**src/design/fba_pkg.sv**
```systemverilog
// ----------------------------------------------------------------------------
// File block allocator package
// Shared constants, status codes and the request payload type of the block allocator.
// ----------------------------------------------------------------------------
package fba_pkg;

   localparam int NUM_BLOCKS_DEF      = 128;
   localparam int MAX_FILES_DEF       = 16;
   localparam int MAX_FILE_BLOCKS_DEF = 8;

   localparam int BLOCK_NUMBER_W = 7;
   localparam int SIZE_W         = 4;
   localparam int INDEX_W        = 3;

   localparam logic [1:0] ACT_CREATE = 2'd0;
   localparam logic [1:0] ACT_DELETE = 2'd1;
   localparam logic [1:0] ACT_LOOKUP = 2'd2;

   localparam logic [2:0] ST_OK          = 3'd0;
   localparam logic [2:0] ST_BAD_SIZE    = 3'd1;
   localparam logic [2:0] ST_NO_BLOCKS   = 3'd2;
   localparam logic [2:0] ST_NAME_EXISTS = 3'd3;
   localparam logic [2:0] ST_NO_ENTRY    = 3'd4;
   localparam logic [2:0] ST_NOT_FOUND   = 3'd5;
   localparam logic [2:0] ST_BEYOND      = 3'd6;

   // Request payload: action, name_high, name_low, file_blocks, block_index.
   typedef struct packed {
      logic [2:0]  block_index;
      logic [3:0]  file_blocks;
      logic [63:0] name_low;
      logic [63:0] name_high;
      logic [1:0]  action;
   } req_type;

endpackage

```
**src/design/file_block_allocator.sv**
```systemverilog
// ----------------------------------------------------------------------------
// File block allocator: free-block bitmap and file entry table under a sequencer.
// Create counts free blocks, scans the table and takes blocks; lookup scans the table
// and reads a pointer; delete scans it and frees the entry's pointers; a rejected
// request answers earlier. One request at a time; reset clears all but block 0.
// ----------------------------------------------------------------------------
module file_block_allocator #(
   parameter int NUM_BLOCKS      = fba_pkg::NUM_BLOCKS_DEF,
   parameter int MAX_FILES       = fba_pkg::MAX_FILES_DEF,
   parameter int MAX_FILE_BLOCKS = fba_pkg::MAX_FILE_BLOCKS_DEF
) (
   input  logic         clock,
   input  logic         reset,
   input  logic         req_tvalid,
   output logic         req_tready,
   // action[1:0], name_high[65:2], name_low[129:66], file_blocks[133:130],
   // block_index[136:134], zero fill to 144 bits
   input  logic [143:0] req_tdata,
   output logic         rsp_tvalid,
   input  logic         rsp_tready,
   // status[2:0], block_number[9:3], zero fill to 16 bits
   output logic [15:0]  rsp_tdata,
   output logic         rsp_tlast
);
   import fba_pkg::*;

   localparam int BW  = $clog2(NUM_BLOCKS);
   localparam int FW  = $clog2(MAX_FILES);
   localparam int PW  = (MAX_FILE_BLOCKS > 1) ? $clog2(MAX_FILE_BLOCKS) : 1;
   localparam int PTR = MAX_FILES * MAX_FILE_BLOCKS;
   localparam int PTW = $clog2(PTR);
   localparam int CW  = BW + 1;

   localparam logic [2:0] S_IDLE  = 3'd0;
   localparam logic [2:0] S_COUNT = 3'd1;
   localparam logic [2:0] S_FIND  = 3'd2;
   localparam logic [2:0] S_ALLOC = 3'd3;
   localparam logic [2:0] S_FREE  = 3'd4;
   localparam logic [2:0] S_RESP  = 3'd5;
   localparam logic [2:0] S_PTRRD = 3'd6;
   localparam logic [2:0] S_WAIT  = 3'd7;

   // Storage
   logic [NUM_BLOCKS-1:0] in_use_ff;
   logic [MAX_FILES-1:0]  used_ff;
   logic [63:0]           name_hi_mem [MAX_FILES];
   logic [63:0]           name_lo_mem [MAX_FILES];
   logic [SIZE_W-1:0]     size_mem    [MAX_FILES];
   logic [BW-1:0]         ptr_mem     [PTR];
   logic [PTR-1:0]        ptr_valid_ff;

   logic [2:0]  state_ff;
   req_type     req_ff;
   logic [CW-1:0] bcnt_ff;
   logic [CW-1:0] free_ff;
   logic [FW:0]   ecnt_ff;
   logic          hit_ff, slot_ok_ff;
   logic [FW-1:0] hit_entry_ff, slot_ff;
   logic [PW:0]   k_ff;
   logic [BW-1:0] ptr_rd_ff;
   logic          ptr_rdv_ff;
   logic          rsp_valid_ff, rsp_last_ff;
   logic [2:0]    rsp_st_ff;
   logic [6:0]    rsp_blk_ff;
   logic [2:0]    res_st_ff;
   logic [6:0]    res_blk_ff;

   logic [FW-1:0] eidx;
   logic          ematch;
   logic [PTW-1:0] paddr;

   assign eidx   = ecnt_ff[FW-1:0];
   assign ematch = used_ff[eidx] && name_hi_mem[eidx] == req_ff.name_high
                   && name_lo_mem[eidx] == req_ff.name_low;

   assign req_tready = (state_ff == S_IDLE);
   assign rsp_tvalid = rsp_valid_ff;
   assign rsp_tdata  = {6'd0, rsp_blk_ff, rsp_st_ff};
   assign rsp_tlast  = rsp_last_ff;

   // Pointer address for the current entry and block position.
   always_comb begin
      paddr = PTW'(32'(state_ff == S_ALLOC ? slot_ff : hit_entry_ff) * MAX_FILE_BLOCKS
              + 32'(state_ff == S_PTRRD ? 32'(req_ff.block_index) : 32'(k_ff[PW-1:0])));
   end

   // Pointer memory, registered read.
   always_ff @(posedge clock) begin
      ptr_rd_ff  <= ptr_mem[paddr];
      ptr_rdv_ff <= ptr_valid_ff[paddr];
      if (state_ff == S_ALLOC && !in_use_ff[bcnt_ff[BW-1:0]] && !rsp_valid_ff)
         ptr_mem[paddr] <= bcnt_ff[BW-1:0];
   end

   // Name and size table writes on a successful create.
   always_ff @(posedge clock) begin
      if (state_ff == S_FIND && ecnt_ff == (FW+1)'(MAX_FILES) && !hit_ff && slot_ok_ff
          && req_ff.action == ACT_CREATE) begin
         name_hi_mem[slot_ff] <= req_ff.name_high;
         name_lo_mem[slot_ff] <= req_ff.name_low;
         size_mem[slot_ff]    <= req_ff.file_blocks;
      end
   end

   // Sequencer. Single-result answers are built in res_*_ff so that a response
   // still waiting at the output is never disturbed.
   always_ff @(posedge clock) begin
      if (reset) begin
         state_ff     <= S_IDLE;
         in_use_ff    <= NUM_BLOCKS'(1);
         used_ff      <= '0;
         ptr_valid_ff <= '0;
         rsp_valid_ff <= 1'b0;
      end else begin
         if (rsp_valid_ff && rsp_tready)
            rsp_valid_ff <= 1'b0;
         unique case (state_ff)
            S_IDLE: begin
               if (req_tvalid) begin
                  req_ff  <= req_type'(req_tdata[136:0]);
                  bcnt_ff <= CW'(1);
                  free_ff <= '0;
                  ecnt_ff <= '0;
                  hit_ff  <= 1'b0;
                  slot_ok_ff <= 1'b0;
                  k_ff    <= '0;
                  if (req_tdata[1:0] == ACT_CREATE) begin
                     if (req_tdata[133:130] == '0 ||
                         32'(req_tdata[133:130]) > MAX_FILE_BLOCKS) begin
                        res_st_ff <= ST_BAD_SIZE; state_ff <= S_RESP;
                     end else
                        state_ff <= S_COUNT;
                  end else if (req_tdata[1:0] == ACT_DELETE ||
                               req_tdata[1:0] == ACT_LOOKUP)
                     state_ff <= S_FIND;
               end
            end
            S_COUNT: begin
               if (bcnt_ff == CW'(NUM_BLOCKS)) begin
                  if (free_ff < CW'(req_ff.file_blocks)) begin
                     res_st_ff <= ST_NO_BLOCKS; state_ff <= S_RESP;
                  end else
                     state_ff <= S_FIND;
               end else begin
                  free_ff <= free_ff + CW'(!in_use_ff[bcnt_ff[BW-1:0]]);
                  bcnt_ff <= bcnt_ff + CW'(1);
               end
            end
            S_FIND: begin
               if (ecnt_ff == (FW+1)'(MAX_FILES)) begin
                  bcnt_ff <= CW'(1);
                  if (req_ff.action == ACT_CREATE) begin
                     if (hit_ff) begin
                        res_st_ff <= ST_NAME_EXISTS; state_ff <= S_RESP;
                     end else if (!slot_ok_ff) begin
                        res_st_ff <= ST_NO_ENTRY; state_ff <= S_RESP;
                     end else begin
                        used_ff[slot_ff] <= 1'b1;
                        state_ff <= S_ALLOC;
                     end
                  end else if (!hit_ff) begin
                     res_st_ff <= ST_NOT_FOUND; state_ff <= S_RESP;
                  end else if (req_ff.action == ACT_DELETE)
                     state_ff <= S_FREE;
                  else if (32'(req_ff.block_index) >= 32'(size_mem[hit_entry_ff]) ||
                           32'(req_ff.block_index) >= MAX_FILE_BLOCKS) begin
                     res_st_ff <= ST_BEYOND; state_ff <= S_RESP;
                  end else
                     state_ff <= S_PTRRD;
               end else begin
                  if (ematch && !hit_ff) begin
                     hit_ff <= 1'b1; hit_entry_ff <= eidx;
                  end
                  if (!used_ff[eidx] && !slot_ok_ff) begin
                     slot_ok_ff <= 1'b1; slot_ff <= eidx;
                  end
                  ecnt_ff <= ecnt_ff + (FW+1)'(1);
               end
            end
            S_ALLOC: begin
               // One block a cycle; a found block waits for the output slot.
               if (!in_use_ff[bcnt_ff[BW-1:0]]) begin
                  if (!rsp_valid_ff) begin
                     in_use_ff[bcnt_ff[BW-1:0]] <= 1'b1;
                     ptr_valid_ff[paddr] <= 1'b1;
                     rsp_valid_ff <= 1'b1;
                     rsp_st_ff    <= ST_OK;
                     rsp_blk_ff   <= 7'(bcnt_ff);
                     rsp_last_ff  <= (k_ff + (PW+1)'(1)) == (PW+1)'(req_ff.file_blocks);
                     k_ff         <= k_ff + (PW+1)'(1);
                     bcnt_ff      <= bcnt_ff + CW'(1);
                     if ((k_ff + (PW+1)'(1)) == (PW+1)'(req_ff.file_blocks))
                        state_ff <= S_IDLE;
                  end
               end else
                  bcnt_ff <= bcnt_ff + CW'(1);
            end
            S_FREE: begin
               // Read pointer k, then free it on the next cycle.
               if (bcnt_ff[0]) begin
                  bcnt_ff[0] <= 1'b0;
               end else begin
                  if (ptr_rdv_ff && ptr_rd_ff != '0)
                     in_use_ff[ptr_rd_ff] <= 1'b0;
                  ptr_valid_ff[paddr] <= 1'b0;
                  k_ff    <= k_ff + (PW+1)'(1);
                  bcnt_ff[0] <= 1'b1;
                  if (k_ff == (PW+1)'(MAX_FILE_BLOCKS - 1)) begin
                     used_ff[hit_entry_ff] <= 1'b0;
                     res_st_ff  <= ST_OK;
                     res_blk_ff <= 7'(size_mem[hit_entry_ff]);
                     state_ff   <= S_WAIT;
                  end
               end
            end
            S_PTRRD: begin
               if (bcnt_ff[0]) begin
                  bcnt_ff[0] <= 1'b0;
               end else begin
                  res_st_ff  <= ST_OK;
                  res_blk_ff <= ptr_rdv_ff ? 7'(ptr_rd_ff) : 7'd0;
                  state_ff   <= S_WAIT;
               end
            end
            S_RESP: begin
               res_blk_ff <= 7'd0;
               state_ff   <= S_WAIT;
            end
            S_WAIT: begin
               if (!rsp_valid_ff) begin
                  rsp_valid_ff <= 1'b1;
                  rsp_st_ff    <= res_st_ff;
                  rsp_blk_ff   <= res_blk_ff;
                  rsp_last_ff  <= 1'b1;
                  state_ff     <= S_IDLE;
               end
            end
            default: state_ff <= S_IDLE;
         endcase
      end
   end

endmodule

```
**config.mk**
```make
export PLATFORM = sky130hd
export DESIGN_NAME = file_block_allocator
export DESIGN_NICKNAME = d
export VERILOG_FILES = /design/src/design/fba_pkg.sv /design/src/design/file_block_allocator.sv
export SDC_FILE = /design/constraint.sdc
export NUM_CORES = 2
export LEC_CHECK = 0
export ABC_AREA = 1
export BUFFER_PORTS_ARGS = -buffer_cell sky130_fd_sc_hd__buf_2
export CAP_MARGIN = 20
export CORE_MARGIN = 3
export CORE_UTILIZATION = 45
export CTS_CLUSTER_DIAMETER = 150
export DETAILED_ROUTE_END_ITERATION = 8
export SYNTH_ARGS = -nofsm -noshare
export SYNTH_HDL_FRONTEND = slang
export SYNTH_SLANG_ARGS = --single-unit
export TNS_END_PERCENT = 100
```
**constraint.sdc**
```tcl
create_clock -name clock -period 17.34 [get_ports clock]
set_clock_uncertainty 0.2 [all_clocks]
set_input_delay 3.468 -clock clock [delete_from_list [all_inputs] [get_ports clock]]
set_output_delay 3.468 -clock clock [all_outputs]
set_load 0.03 [all_outputs]
```
==> results.md <==
- Pins over their slew limit: 0
- Hold Vio Cnt, Final: 0
- WL met3: 32.0 mm
- Kind of start point of the critical path: flop
- Clock input transition at the sequential cells of the worst setup and hold paths: around 0.06 ns
- CP endpoint: hit_entry_ff[2]$_DFFE_PP_
- Synthesized area: around 0.15 mm²
- TritonCTS sink count: ~3500
- Cell family contributing the most delay on the critical path: buffers and inverters
- Number of I/O pins: 167
- Worst slew margin relative to its limit: just under 20%
- Number of setup violations in the final report: 0
- Most common flop cell mapped by yosys: sky130_fd_sc_hd__edfxtp_1
- Maximum count of clock buffers along a single path: 4
- Number of clock buffers inserted by TritonCTS: 363
- Arr. time, crit path: 7.18 ns
- Largest incremental delay on the critical path: 0.86 ns
- CTS root buf: sky130_fd_sc_hd__clkbuf_16
- Clock latency on the worst-skew pair: 0.96 ns
- Post-Syn Area per Cell: 11.1 µm²
- Row count: ~210
- Top sig layer: met5
- Warnings, synthesis: 0
- Setup TNS: 0 ns
- CTS Hold Buffers Added: 0
- Worst reg-to-reg setup slack: between 10 and 15 ns
- Transition time at the pin with the least slew margin: 1.21 ns
- Final period util: 39.2%
- M1 WL: around 170 mm
- Cell Area, Placed: 0.150 mm²
- Number of global-route vias before repair: 97107
- Overall die width: 575 µm
- Chain of cells forming the critical path: buf_4, buf_4, buf_4, buf_4, nor2_1, nor2_1, o21ai_0, o211ai_1, nand3_1, nand2_1, nand2_1, nand2_1, nand2_1, nor2_1, nand2_1, nor2_1, nand2_1, nor2_2, nand3_1, inv_1
- Count of maximum capacitance violations: 0
- Total number of vias: 101509
- Starting density of the core: 45.3%
- DPL Wire Length: ~210 mm
- Data required time at the worst endpoint: between 15 and 20 ns
- Reg2reg path depth: 20
- Post-detailed-route DRC marker count: 3
- Async S/R FF share, synth: 0%
- Die Span Y: 575 µm
- Register bit count reported by yosys: 3493
- Antenna violations before repair: 14
- Standby leakage power: roughly 57 nW
- Crit path capture type: flop
- Sequential fraction of the synthesis area: 70.0%
- Area grow syn2layout: 11.6%
- WL/cell: 23.5 µm
- Critical Path Most Common Cell: sky130_fd_sc_hd__nand2_1
- Fin crit period: between 6 and 7 ns
- Global-route usage over all layers: around 24%
- Area of the core: roughly 0.32 mm²
- Number of flops mapped to enable cells by yosys: 3201
- Violations in the final reports: DRC
- Destination of the worst register-to-register timing path: hit_entry_ff[2]$_DFFE_PP_
- Worst hold path cell count: 2
- Fraction of final layout cells sized beyond drive strength 1: 7.70%
- Peak fanout along the critical path: between 90 and 100
- Filler instances: 27939
- Number of input and output port buffers inserted: 153
- Number of logic stages on the critical path including buffering: 20
- TritonCTS clock tree: done
- Pwr dens: 144 mW/mm²
- First-pass detailed-route iteration total: 9
- Overflow left after global routing: 0
- Mapped Cells: 13175
- Slowest cell on the critical path: sky130_fd_sc_hd__buf_4
- CTS HTree Levels: 5
- Worst supply voltage drop on vdd: roughly 130 µV
- Detailed Route Iter0 Violations: 11978
- Highest attainable clock frequency: approximately 0.15 GHz
- Largest net degree at the start of global routing: ~210
- PostCTS Resize Cnt: 0
- Antenna Violating Nets Remaining: 0
- Number of nets at the end of the flow: 13328
- Outcome: finished with violations
- Number of unique standard cell types used by synthesis: 51
- Wire length on met2: 196 mm
- Setup repair after global routing missed its margin: false
- Final weighted congestion in routability-driven placement: 0.856
- Drt total wl: roughly 420 mm
- Buffer and inverter count on the worst path: 5
- Worst hold path type: reg -> reg
- Routed via count divided by cell count: 5.71
- Critical path start-end classification: reg -> reg
- Post-CTS Repair Setup Buffers: 0
- Die Footprint: 0.330 mm²
- First-pass GRT wire length: between 600 and 700 mm
- Final std cell area, no fill: 0.163 mm²
[per-layer routing]
metal / GRT usage [%] / up-vias
met1: 33.9 / 49837
met4: 8.92 / 4
met3: 2.89 / 885
met2: 39.8 / 4503
met5: 0 / -
li1: - / 46280
[synth_stat cells (all sizes together), types with 5 or more instances]
| master | instances | area [µm²] |
|---|---|---|
| a21o | 5 | 37.5 |
| a21oi | 295 | 1480 |
| a221oi | 38 | 333 |
| a22o | 17 | 149 |
| a22oi | 222 | 1670 |
| and3 | 15 | 93.8 |
| buf | 472 | 2320 |
| clkbuf | 341 | 1280 |
| clkinv | 6 | 22.5 |
| dfxtp | 292 | 5850 |
| edfxtp | 3201 | 96100 |
| ha | 19 | 238 |
| inv | 663 | 2490 |
| mux2i | 15 | 150 |
| nand2 | 3355 | 12600 |
| nand3 | 1406 | 7070 |
| nand3b | 47 | 353 |
| nand4 | 291 | 1820 |
| nor2 | 1196 | 4540 |
| nor3 | 162 | 832 |
| nor4 | 16 | 100 |
| o2111ai | 12 | 105 |
| o211ai | 117 | 878 |
| o21a | 8 | 60.1 |
| o21ai | 853 | 4280 |
| o221ai | 6 | 52.6 |
| o22ai | 65 | 407 |
| or2 | 7 | 43.8 |
| xor2 | 9 | 78.8 |
[tightest hold or removal path, delay by kind of cell (launching register included)]
family	cells	cell delay, ns
DFF	1	0.31
and+or+nand+nor	1	0.06
AOI/OAI and AO/OA	1	0.05
[how the worst min path moves through the flow]
stage	startpoint	end	slack [ns]
2_1_floorplan	flop	flop	0.24
3_3_place_gp	flop	flop	0.25
3_5_place_dp	flop	flop	0.25
4_1_cts	flop	flop	0.26
5_1_grt	flop	flop	0.28
6_report	flop	flop	0.26
[per-stage QoR]
stage / setup slack [ns] / instances / util [%] / hold slack (ns) / power, mW
6_report: 10.55 / 17768 / 50.5 / 0.260 / 23.5
5_1_grt: 10.01 / 17767 / 50.5 / 0.275 / 24.5
4_1_cts: 10.56 / 17727 / 50.4 / 0.261 / 23.6
3_5_place_dp: 10.59 / 17064 / 46.8 / 0.252 / 15.9
3_3_place_gp: 10.51 / 16999 / 46.6 / 0.246 / 15.7
2_1_floorplan: 3.22 / 13180 / - / 0.239 / 13.8
[cells by family (layout without fill, tap and decap cells)]
kind of cell	Yosys count	after routing	synth area share (%)
compound gates	1653	1653	6.56
xor+xnor	13	13	0.0782
fa+ha+maj	19	19	0.163
buf+inv	1482	1761	4.20
flops	3493	3493	70.0
mux	15	15	0.103
other cells	1	10	0.00258
simple gates	6499	6499	18.9
[area by class of cell]
class / instances / area (µm²) / area share (%)
Sequential cell: 3493 / 102000 / 62.7
Multi-Input combinational cell: 8205 / 37700 / 23.2
Clock buffer: 470 / 9720 / 5.98
Tap cell: 4305 / 5390 / 3.31
Timing Repair Buffer: 429 / 3080 / 1.89
Inverter: 669 / 2570 / 1.58
Clock inverter: 193 / 2050 / 1.26
Antenna cell: 4 / 10.0 / 0.00616
[report_power, final]
| group | internal (mW) | switching (mW) |
|---|---|---|
| Combinational | 1.48 | 4.48 |
| Sequential | 9.54 | 0.245 |
| Clock | 4.43 | 3.30 |
[registers in the layout, summed over array words and instances, names as in the netlist, 4 cells and up, named ones only]
register and cells:
ptr_rd_ff 7, name_lo_mem 1024, res_blk_ff 7, req_ff 137, k_ff 4, in_use_ff 128
rsp_blk_ff 7, free_ff 8, size_mem 64, ptr_mem 896, used_ff 16, ecnt_ff 5
slot_ff 4, name_hi_mem 1024, hit_entry_ff 4, bcnt_ff 8
[cells in the final DEF (no fill, tap or decap), types with 142 or more instances in the layout]
master	instances
sky130_fd_sc_hd__buf_4	204
sky130_fd_sc_hd__buf_2	181
sky130_fd_sc_hd__a21oi_1	295
sky130_fd_sc_hd__o21ai_0	803
sky130_fd_sc_hd__nand4_1	291
sky130_fd_sc_hd__nand3_1	1393
sky130_fd_sc_hd__a22oi_1	222
sky130_fd_sc_hd__nor3_1	142
sky130_fd_sc_hd__dfxtp_1	288
sky130_fd_sc_hd__inv_1	632
sky130_fd_sc_hd__nand2_1	3353
sky130_fd_sc_hd__nor2_1	1177
sky130_fd_sc_hd__edfxtp_1	3201
sky130_fd_sc_hd__clkbuf_16	366
Note: power is estimated with default switching activity, not from simulation.
